File: src/design/assert_macros.svh
// Assertion macros used by the digit core of the exponent window digit extractor.
`ifndef ASSERT_MACROS_SVH
`define ASSERT_MACROS_SVH

`ifndef NO_ASSERTIONS

// Condition must hold at every clock edge out of reset.
`define EWD_ASSERT_ALWAYS(lbl, cond, msg) \
	lbl: assert property (@(posedge clk) disable iff (!arst_n) (cond)) \
		else $error(msg);

// Consequence must hold in the same cycle as the antecedent.
`define EWD_ASSERT_SAME(lbl, ante, cons, msg) \
	lbl: assert property (@(posedge clk) disable iff (!arst_n) (ante) |-> (cons)) \
		else $error(msg);

// Consequence must hold in the cycle after the antecedent.
`define EWD_ASSERT_NEXT(lbl, ante, cons, msg) \
	lbl: assert property (@(posedge clk) disable iff (!arst_n) (ante) |=> (cons)) \
		else $error(msg);

`else

`define EWD_ASSERT_ALWAYS(lbl, cond, msg)
`define EWD_ASSERT_SAME(lbl, ante, cons, msg)
`define EWD_ASSERT_NEXT(lbl, ante, cons, msg)

`endif

`endif

File: src/design/ewd_pkg.sv
// Types and constants of the exponent window digit extractor.
package ewd_pkg;

	localparam int MAX_EXPONENT_BYTES = 512;
	localparam int LEN_LIMIT = (MAX_EXPONENT_BYTES > 1023) ? 1023 :
		((MAX_EXPONENT_BYTES < 1) ? 1 : MAX_EXPONENT_BYTES);

	localparam int BYTE_W      = 8;
	localparam int DIGIT_W     = 8;
	localparam int WIDTH_REG_W = 4;
	localparam int LEN_REG_W   = 10;
	localparam int CFG_INDEX_W = 2;
	localparam int CFG_DATA_W  = 10;

	// Register indexes of the configuration port
	typedef enum logic [CFG_INDEX_W-1:0] {
		REG_WINDOW_WIDTH   = 2'd0,
		REG_EXPONENT_BYTES = 2'd1
	} ewd_reg_t;

	// Effective configuration handed to the digit core
	typedef struct packed {
		logic [WIDTH_REG_W-1:0] width;
		logic [LEN_REG_W-1:0]   length;
		logic [WIDTH_REG_W-1:0] first_need;
		logic                   restart;
	} ewd_cfg_t;

endpackage

File: src/design/ewd_if.sv
// Handshake interfaces: exponent bytes in, window digits out, register writes.
interface ewd_byte_if;
	import ewd_pkg::*;
	logic              valid;
	logic              ready;
	logic [BYTE_W-1:0] exponent_byte;
	modport source (output valid, output exponent_byte, input ready);
	modport sink (input valid, input exponent_byte, output ready);
endinterface

interface ewd_digit_if;
	import ewd_pkg::*;
	logic               valid;
	logic               ready;
	logic [DIGIT_W-1:0] digit;
	logic               run_end;
	logic               exponent_end;
	modport source (output valid, output digit, output run_end, output exponent_end,
		input ready);
	modport sink (input valid, input digit, input run_end, input exponent_end,
		output ready);
endinterface

interface ewd_cfg_if;
	import ewd_pkg::*;
	logic                   valid;
	logic                   ready;
	logic [CFG_INDEX_W-1:0] index;
	logic [CFG_DATA_W-1:0]  data;
	modport source (output valid, output index, output data, input ready);
	modport sink (input valid, input index, input data, output ready);
endinterface

File: src/design/ewd_cfg.sv
// Configuration registers, clamping and first-digit length of the digit extractor.
module ewd_cfg (
	input  logic             clk,
	input  logic             arst_n,
	ewd_cfg_if.sink          cfg,
	output ewd_pkg::ewd_cfg_t conf
);
	import ewd_pkg::*;

	logic [WIDTH_REG_W-1:0] window_q;
	logic [LEN_REG_W-1:0]   length_q;
	logic [WIDTH_REG_W-1:0] width_eff;
	logic [LEN_REG_W-1:0]   length_eff;
	logic                   wr;
	logic [1:0]             r3;
	logic [2:0]             r5;
	logic [2:0]             r7;
	logic [WIDTH_REG_W-1:0] lead_bits;

	// Remainder by 3: base-4 digits sum to the same residue
	function automatic logic [1:0] mod3(input logic [LEN_REG_W-1:0] x);
		logic [3:0] s;
		logic [2:0] t;
		s = 4'(x[1:0]) + 4'(x[3:2]) + 4'(x[5:4]) + 4'(x[7:6]) + 4'(x[9:8]);
		t = 3'(s[1:0]) + 3'(s[3:2]);
		if (t >= 3'd3) t = t - 3'd3;
		if (t >= 3'd3) t = t - 3'd3;
		return t[1:0];
	endfunction

	// Remainder by 5: base-16 digits sum to the same residue
	function automatic logic [2:0] mod5(input logic [LEN_REG_W-1:0] x);
		logic [5:0] s;
		logic [4:0] t;
		s = 6'(x[3:0]) + 6'(x[7:4]) + 6'(x[9:8]);
		t = 5'(s[3:0]) + 5'(s[5:4]);
		for (int i = 0; i < 3; i++) begin
			if (t >= 5'd5) t = t - 5'd5;
		end
		return t[2:0];
	endfunction

	// Remainder by 7: base-8 digits sum to the same residue
	function automatic logic [2:0] mod7(input logic [LEN_REG_W-1:0] x);
		logic [4:0] s;
		logic [3:0] t;
		s = 5'(x[2:0]) + 5'(x[5:3]) + 5'(x[8:6]) + 5'(x[9]);
		t = 4'(s[2:0]) + 4'(s[4:3]);
		if (t >= 4'd7) t = t - 4'd7;
		return t[2:0];
	endfunction

	assign cfg.ready = 1'b1;
	assign wr = cfg.valid && cfg.ready;

	// Register writes
	always_ff @(posedge clk or negedge arst_n) begin
		if (!arst_n) begin
			window_q <= WIDTH_REG_W'(4);
			length_q <= LEN_REG_W'(1);
		end else if (wr) begin
			case (cfg.index)
				REG_WINDOW_WIDTH:   window_q <= cfg.data[WIDTH_REG_W-1:0];
				REG_EXPONENT_BYTES: length_q <= cfg.data[LEN_REG_W-1:0];
				default: ;
			endcase
		end
	end

	// Clamp out-of-range settings
	always_comb begin
		if (window_q == '0) width_eff = WIDTH_REG_W'(1);
		else if (window_q > WIDTH_REG_W'(8)) width_eff = WIDTH_REG_W'(8);
		else width_eff = window_q;

		if (length_q == '0) length_eff = LEN_REG_W'(1);
		else if (length_q > LEN_REG_W'(LEN_LIMIT)) length_eff = LEN_REG_W'(LEN_LIMIT);
		else length_eff = length_q;
	end

	// Leading digit takes (length * 8) mod width bits, a full window when zero
	always_comb begin
		r3 = mod3(length_eff);
		r5 = mod5(length_eff);
		r7 = mod7(length_eff);
		case (width_eff)
			4'd3: lead_bits = (r3 == 2'd1) ? 4'd2 : ((r3 == 2'd2) ? 4'd1 : 4'd0);
			4'd5: begin
				case (r5)
					3'd1:    lead_bits = 4'd3;
					3'd2:    lead_bits = 4'd1;
					3'd3:    lead_bits = 4'd4;
					3'd4:    lead_bits = 4'd2;
					default: lead_bits = 4'd0;
				endcase
			end
			4'd6: lead_bits = {1'b0, r3, 1'b0};
			4'd7: lead_bits = {1'b0, r7};
			default: lead_bits = 4'd0;
		endcase
	end

	assign conf.width      = width_eff;
	assign conf.length     = length_eff;
	assign conf.first_need = (lead_bits == '0) ? width_eff : lead_bits;
	assign conf.restart    = wr && (cfg.index == REG_WINDOW_WIDTH ||
		cfg.index == REG_EXPONENT_BYTES);

endmodule

File: src/design/ewd_core.sv
// Byte work register, digit extraction step, stream state and result register.
`include "assert_macros.svh"

module ewd_core (
	input  logic              clk,
	input  logic              arst_n,
	input  ewd_pkg::ewd_cfg_t conf,
	ewd_byte_if.sink          exp_bytes,
	ewd_digit_if.source       digits
);
	import ewd_pkg::*;

	// Stream state
	logic [6:0]           carry_bits_q;
	logic [2:0]           carry_count_q;
	logic                 first_pending_q;
	logic [LEN_REG_W-1:0] bytes_seen_q;

	// Work register of the byte in flight
	logic        busy_q;
	logic [14:0] acc_q;
	logic [3:0]  avail_q;
	logic [3:0]  need_q;
	logic [2:0]  cnt_q;
	logic        last_q;

	// Result register
	logic               out_valid_q;
	logic [DIGIT_W-1:0] digit_q;
	logic               run_end_q;
	logic               exp_end_q;

	logic               emit;
	logic               fin;
	logic               accept;
	logic [3:0]         shift;
	logic [DIGIT_W-1:0] digit_val;
	logic [2:0]         cc_new;
	logic [6:0]         bits_new;
	logic [6:0]         cur_bits;
	logic [2:0]         cur_cnt;
	logic               byte_last;

	// Extraction step: take the top need_q of the avail_q bits held, leaving the rest below
	always_comb begin
		emit      = busy_q && (!out_valid_q || digits.ready);
		shift     = avail_q - need_q;
		digit_val = 8'(acc_q >> shift) & 8'((9'd1 << need_q) - 9'd1);
		fin       = (shift < conf.width) || (cnt_q == 3'd7);
		cc_new    = (shift > 4'd7) ? 3'd7 : shift[2:0];
		bits_new  = acc_q[6:0] & 7'((8'd1 << cc_new) - 8'd1);
	end

	// Forward the leftover bits of a byte that finishes in this cycle
	always_comb begin
		if (emit && fin) begin
			cur_bits = last_q ? '0 : bits_new;
			cur_cnt  = last_q ? '0 : cc_new;
		end else begin
			cur_bits = carry_bits_q;
			cur_cnt  = carry_count_q;
		end
	end

	assign exp_bytes.ready = !busy_q || (emit && fin);
	assign accept    = exp_bytes.valid && exp_bytes.ready;
	assign byte_last = (11'(bytes_seen_q) + 11'd1) >= 11'(conf.length);

	// Stream state: count bytes, keep leftover bits, restart after the last byte
	always_ff @(posedge clk or negedge arst_n) begin
		if (!arst_n) begin
			carry_bits_q    <= '0;
			carry_count_q   <= '0;
			first_pending_q <= 1'b1;
			bytes_seen_q    <= '0;
		end else if (conf.restart) begin
			carry_bits_q    <= '0;
			carry_count_q   <= '0;
			first_pending_q <= 1'b1;
			bytes_seen_q    <= '0;
		end else begin
			if (emit && fin) begin
				carry_bits_q  <= cur_bits;
				carry_count_q <= cur_cnt;
			end
			if (accept) begin
				first_pending_q <= byte_last;
				bytes_seen_q    <= byte_last ? '0 : bytes_seen_q + LEN_REG_W'(1);
			end
		end
	end

	// Work register: load on transfer, advance one digit per free output slot
	always_ff @(posedge clk or negedge arst_n) begin
		if (!arst_n) begin
			busy_q <= 1'b0;
		end else if (accept) begin
			busy_q <= 1'b1;
		end else if (emit && fin) begin
			busy_q <= 1'b0;
		end
	end

	always_ff @(posedge clk) begin
		if (accept) begin
			acc_q   <= {cur_bits, exp_bytes.exponent_byte};
			avail_q <= 4'(cur_cnt) + 4'd8;
			need_q  <= first_pending_q ? conf.first_need : conf.width;
			cnt_q   <= '0;
			last_q  <= byte_last;
		end else if (emit && !fin) begin
			avail_q <= shift;
			need_q  <= conf.width;
			cnt_q   <= cnt_q + 3'd1;
		end
	end

	// Result register: fill on emit, drop after transfer
	always_ff @(posedge clk or negedge arst_n) begin
		if (!arst_n) begin
			out_valid_q <= 1'b0;
		end else if (emit) begin
			out_valid_q <= 1'b1;
		end else if (digits.ready) begin
			out_valid_q <= 1'b0;
		end
	end

	always_ff @(posedge clk) begin
		if (emit) begin
			digit_q   <= digit_val;
			run_end_q <= fin;
			exp_end_q <= fin && last_q;
		end
	end

	assign digits.valid        = out_valid_q;
	assign digits.digit        = digit_q;
	assign digits.run_end      = run_end_q;
	assign digits.exponent_end = exp_end_q;

	`EWD_ASSERT_ALWAYS(a_need_fits, !busy_q || need_q <= avail_q, "digit wider than bits held")
	`EWD_ASSERT_SAME(a_end_on_run, digits.valid && digits.exponent_end, digits.run_end, "exponent end without run end")
	`EWD_ASSERT_NEXT(a_restart_count, accept && byte_last, first_pending_q && bytes_seen_q == '0, "byte count not restarted")
	`EWD_ASSERT_NEXT(a_restart_carry, emit && fin && last_q && !accept, carry_count_q == '0, "leftover bits kept past exponent end")

endmodule

File: src/design/exponent_window_digit_extractor.sv
// A taken byte loads the work register; its digits then leave through the result register.
// Throughput: one digit per cycle while the output is free or taken; a byte gives 1..8 digits,
//   one each from the single extraction step that shifts one digit out of the work register.
// A byte is taken in the cycle its predecessor's last digit moves to the result register.
// Reset: window width 4, exponent length 1 byte, stream starts a new exponent, no result held.
module exponent_window_digit_extractor (
	input  logic         clk,
	input  logic         arst_n,
	ewd_cfg_if.sink      cfg,
	ewd_byte_if.sink     exp_bytes,
	ewd_digit_if.source  digits
);
	import ewd_pkg::*;

	ewd_cfg_t conf;

	ewd_cfg u_cfg (
		.clk    (clk),
		.arst_n (arst_n),
		.cfg    (cfg),
		.conf   (conf)
	);

	ewd_core u_core (
		.clk       (clk),
		.arst_n    (arst_n),
		.conf      (conf),
		.exp_bytes (exp_bytes),
		.digits    (digits)
	);

endmodule
File: src/flat_wrapper.sv
// flat-port wrapper written by rule: the top's interface ports become plain ports
module exponent_window_digit_extractor_flat import ewd_pkg::*;
  (clk, arst_n, cfg_valid, cfg_index, cfg_data, cfg_ready, exp_bytes_valid, exp_bytes_exponent_byte, exp_bytes_ready, digits_valid, digits_digit, digits_run_end, digits_exponent_end, digits_ready);
  ewd_cfg_if cfg_i ();
  ewd_byte_if exp_bytes_i ();
  ewd_digit_if digits_i ();
  input  logic clk;
  input  logic arst_n;
  input wire logic [$bits(cfg_i.valid)-1:0] cfg_valid;
  input wire logic [$bits(cfg_i.index)-1:0] cfg_index;
  input wire logic [$bits(cfg_i.data)-1:0] cfg_data;
  output wire logic [$bits(cfg_i.ready)-1:0] cfg_ready;
  input wire logic [$bits(exp_bytes_i.valid)-1:0] exp_bytes_valid;
  input wire logic [$bits(exp_bytes_i.exponent_byte)-1:0] exp_bytes_exponent_byte;
  output wire logic [$bits(exp_bytes_i.ready)-1:0] exp_bytes_ready;
  output wire logic [$bits(digits_i.valid)-1:0] digits_valid;
  output wire logic [$bits(digits_i.digit)-1:0] digits_digit;
  output wire logic [$bits(digits_i.run_end)-1:0] digits_run_end;
  output wire logic [$bits(digits_i.exponent_end)-1:0] digits_exponent_end;
  input wire logic [$bits(digits_i.ready)-1:0] digits_ready;
  assign cfg_i.valid = cfg_valid;
  assign cfg_i.index = cfg_index;
  assign cfg_i.data = cfg_data;
  assign cfg_ready = cfg_i.ready;
  assign exp_bytes_i.valid = exp_bytes_valid;
  assign exp_bytes_i.exponent_byte = exp_bytes_exponent_byte;
  assign exp_bytes_ready = exp_bytes_i.ready;
  assign digits_valid = digits_i.valid;
  assign digits_digit = digits_i.digit;
  assign digits_run_end = digits_i.run_end;
  assign digits_exponent_end = digits_i.exponent_end;
  assign digits_i.ready = digits_ready;
  exponent_window_digit_extractor u_core (.clk(clk), .arst_n(arst_n), .cfg(cfg_i), .exp_bytes(exp_bytes_i), .digits(digits_i));
endmodule
File: config.mk
export PLATFORM = sky130hd
export DESIGN_NAME = exponent_window_digit_extractor_flat
export DESIGN_NICKNAME = d
export VERILOG_FILES = /design/src/design/ewd_pkg.sv /design/src/design/ewd_if.sv /design/src/design/ewd_cfg.sv /design/src/design/ewd_core.sv /design/src/design/exponent_window_digit_extractor.sv /design/src/flat_wrapper.sv
export VERILOG_INCLUDE_DIRS = /design/src /design/src/design
export SDC_FILE = /design/constraint.sdc
export NUM_CORES = 1
export LEC_CHECK = 0
export ABC_CLOCK_PERIOD_IN_PS = 8000
export BUFFER_PORTS_ARGS = -buffer_cell sky130_fd_sc_hd__buf_2
export CAP_MARGIN = 10
export CORE_MARGIN = 2
export CORE_UTILIZATION = 45
export DETAILED_ROUTE_END_ITERATION = 16
export MAX_ROUTING_LAYER = met4
export PLACE_DENSITY = 0.74
export SETUP_SLACK_MARGIN = 0.4
export SLEW_MARGIN = 30
export SYNTH_ARGS = -nofsm -noshare
export SYNTH_HDL_FRONTEND = slang
export SYNTH_SLANG_ARGS = --single-unit
File: constraint.sdc
create_clock -name clk -period 8 [get_ports clk]
set_input_delay 0 -clock clk [delete_from_list [all_inputs] [get_ports clk]]
set_output_delay 0 -clock clk [all_outputs]
set_load 0.01 [all_outputs]
==> results.sh <==
export IMPL_first_global_vias=4768
export IMPL_holdCritPathClass="in2reg"
export IMPL_area_growth_syn_to_layout_pct=13.0
export IMPL_finalMaxSlewViolations=0
export IMPL_min_period_ns=6.71
export IMPL_yosys_warnings=0
export IMPL_synth_top_cell_area_share=0.172
export IMPL_insertion_delay_ns=0.34
export IMPL_vias=4867
export IMPL_fin_skew_ns=0.0120
export IMPL_final_util=0.526
export IMPL_worst_slew_pin_transition_ns=0.927
export IMPL_drt_iter0_markers=403
export IMPL_cts_sinks=74
export IMPL_worst_endpoint_required_ns=8.17
export IMPL_detail_route_antenna_nets=0
export IMPL_cts_tree="done"
export IMPL_final_common_cell="nand2_1"
export IMPL_final_cell_mix="nand2_1, inv_1, nor2_1, ha_1, buf_2"
export IMPL_dp_hpwl_um=9700
export IMPL_max_cap_violations=0
export IMPL_r2r_start="u_core.u_cfg.length_q[9]$_DFFE_PN0P_"
export IMPL_clk_pin_slew_ns=0.06
export IMPL_overflow=0
export IMPL_crit_type="reg2reg"
export IMPL_crit_path_start="u_core.u_cfg.length_q[9]$_DFFE_PN0P_"
export IMPL_critical_path_max_fanout=12
export IMPL_die_width_um=119
export IMPL_grt_max_degree=38
export IMPL_cts_buffer_depth=2
export IMPL_cts_buffers=9
export IMPL_synth_async_sr_flop_share=0.500
export IMPL_syn_avg_cell_area_um2=9.56
export IMPL_ys_seq_area_frac=0.340
export IMPL_synthCells=619
export IMPL_pre_cts_slack_ns=1.41
export IMPL_die_y_um=119
export IMPL_crit_slowest_cell="fa_1"
export IMPL_fin_crit_sh=0.838
export IMPL_path_cells="clkinv_1 -> nand2_1 -> inv_1 -> fa_1 -> ha_1 -> fa_1 -> a21oi_1 -> nor2b_1 -> fa_1 -> inv_1 -> ha_1 -> or4_4 -> o311a_4 -> a211o_1 -> and3_1 -> mux2_2 -> ha_1 -> o21ai_1 -> and3_1 -> mux2i_1 -> a311oi_1 -> nand4_1 -> o221ai_2"
export IMPL_io_pins=38
export IMPL_rsz0062_at_grt="false"
export IMPL_slowest_delay_ns=0.63
export IMPL_nets=743
export IMPL_fmax_mhz=149
export IMPL_firstDrtPassIters=5
export IMPL_setup_tns_ns=0
export IMPL_htreeDepth=3
export IMPL_hp_start="digits_ready"
export IMPL_wire_per_inst_um=15.6
export IMPL_syn_area_mm2=0.00592
export IMPL_slew_headroom=0.380
export IMPL_synth_edf_count=34
export IMPL_grt_usage=0.198
export IMPL_synth_area_leaders="edfxtp_1, dfrtp_1, ha_1, fa_1, mux2_2"
export IMPL_ys_flop_type="edfxtp_1"
export IMPL_ys_seq_elements=74
export IMPL_fin_cells=836
export IMPL_grt_first_pass_wirelength_um=22300
export IMPL_ys_types=79
export IMPL_gp_congestion=0.890
export IMPL_drive_gt1_frac=0.149
export IMPL_detail_route_vias_per_cell=5.82
export IMPL_drc=0
export IMPL_design_core_area_mm2=0.0127
export IMPL_hold_viol_final=0
export IMPL_status="completed"
export IMPL_cp_arrival_ns=6.88
export IMPL_critPathCaptureType="flop"
export IMPL_critical_path_buf_inv_count=3
export IMPL_yosysTopAreaCell="edfxtp_1"
export IMPL_setup_viol=0
export IMPL_die_area_mm2=0.0141
export IMPL_row_count=41
export IMPL_crit_family="adder cells"
export IMPL_start_util=0.465
export IMPL_drt_wl_total_um=13100
export IMPL_n_antenna_cell=0
export IMPL_antenna_found_initial=0
export IMPL_dp_cells=800
export IMPL_io_buffers=36
export IMPL_synth_nets=703
export IMPL_setup_ws_ns=1.29
export IMPL_start_kind="flop"
export IMPL_cts_root_buf="clkbuf_16"
[cell type report]
cell class,count,area [um^2]
clock buffer,10,229
clock inverter,6,57.6
fill,1192,6030
inverter,52,195
multi-input combinational,464,3590
sequential,74,2010
tap,172,215
timing repair buffer,58,395
[sequential cells by signal, indices dropped and copies added, names as in the netlist]
register / count
u_core.u_core.digits.valid: 1
u_core.u_core.avail_q: 4
u_core.u_core.first_pending_q: 1
u_core.u_core.need_q: 4
u_core.u_core.last_q: 1
u_core.u_core.busy_q: 1
u_core.u_core.bytes_seen_q: 10
u_core.u_core.digits.digit: 8
u_core.u_core.carry_bits_q: 7
u_core.u_core.digits.exponent_end: 1
u_core.u_cfg.length_q: 10
u_core.u_core.acc_q: 15
u_core.u_cfg.window_q: 4
u_core.u_core.cnt_q: 3
u_core.u_core.carry_count_q: 3
u_core.u_core.digits.run_end: 1
[kinds of logic (layout without fill, tap and decap cells)]
family,after synthesis,count (layout),synth area share
xor+xnor,26,26,0.0397
simple gates,186,186,0.155
buf+inv,81,126,0.0545
flops,74,74,0.340
other cells,1,1,0.000633
fa+ha+maj,60,60,0.148
mux,37,37,0.0771
compound gates,154,154,0.186
[routing by layer]
metal  part of all wire  GRT usage
met1               0.44      0.254
met2               0.49      0.324
met3              0.057     0.0405
met4              0.013     0.0469
met5                  0          -
[synth_stat cells (all sizes together) (6+ instances only)]
cell    instances
a211oi         14
a21o           15
a21oi          34
a31oi           9
a32o            6
and2           13
and3            9
buf             7
clkbuf         22
dfrtp          34
edfxtp         34
fa             17
ha             42
inv            51
mux2           19
mux2i          13
nand2          53
nand2b          9
nand3          17
nor2           42
nor2b           9
nor3           11
o21ai          31
xnor2          14
xor2           12
[path summary, 6_finish.rpt]
check                                                            endpoint  slack [ns]  depth (start not counted)
worst min-delay path               u_core.u_core.digits.valid$_DFFE_PN0P_        0.02                          3
worst max register to register          u_core.u_core.need_q[0]$_DFFE_PP_        1.29                         23
min in group asynchronous            u_core.u_cfg.length_q[8]$_DFFE_PN0P_        0.30                          2
worst max-delay path                    u_core.u_core.need_q[0]$_DFFE_PP_        1.29                         23
worst min register to register        u_core.u_core.cnt_q[2]$_SDFFE_PP0P_        0.51                          2
max in group asynchronous       u_core.u_core.bytes_seen_q[9]$_DFFE_PN0P_        7.17                          2
[tightest hold or removal path: cells and delay by family]
kind,cells,cell delay [ns]
AND/OR/NAND/NOR,2,0.23
buffers and inverters,1,0.07
[metrics by stage]
| stage | hold WS [ns] | instance area, um^2 |
|---|---|---|
| final | 0.0171 | 6690 |
| after global routing | 0.0540 | 6690 |
| after CTS | 0.00941 | 6690 |
| after detailed placement | 0.156 | 6200 |
| after global placement | 0.143 | 6200 |
| after floorplan | -0.296 | 5920 |
[repair_timing]
| item | 4_1_cts | 5_1_grt |
|---|---|---|
| setup buffers | 0 | 0 |
| hold buffers | 20 | 0 |
| hold endpoints to repair | 57 | 0 |
| gates resized for setup | 0 | 0 |
Power is left out: the tool's default activity adds up to more than one toggle a clock period on the data nets, which glitch-free logic cannot reach.
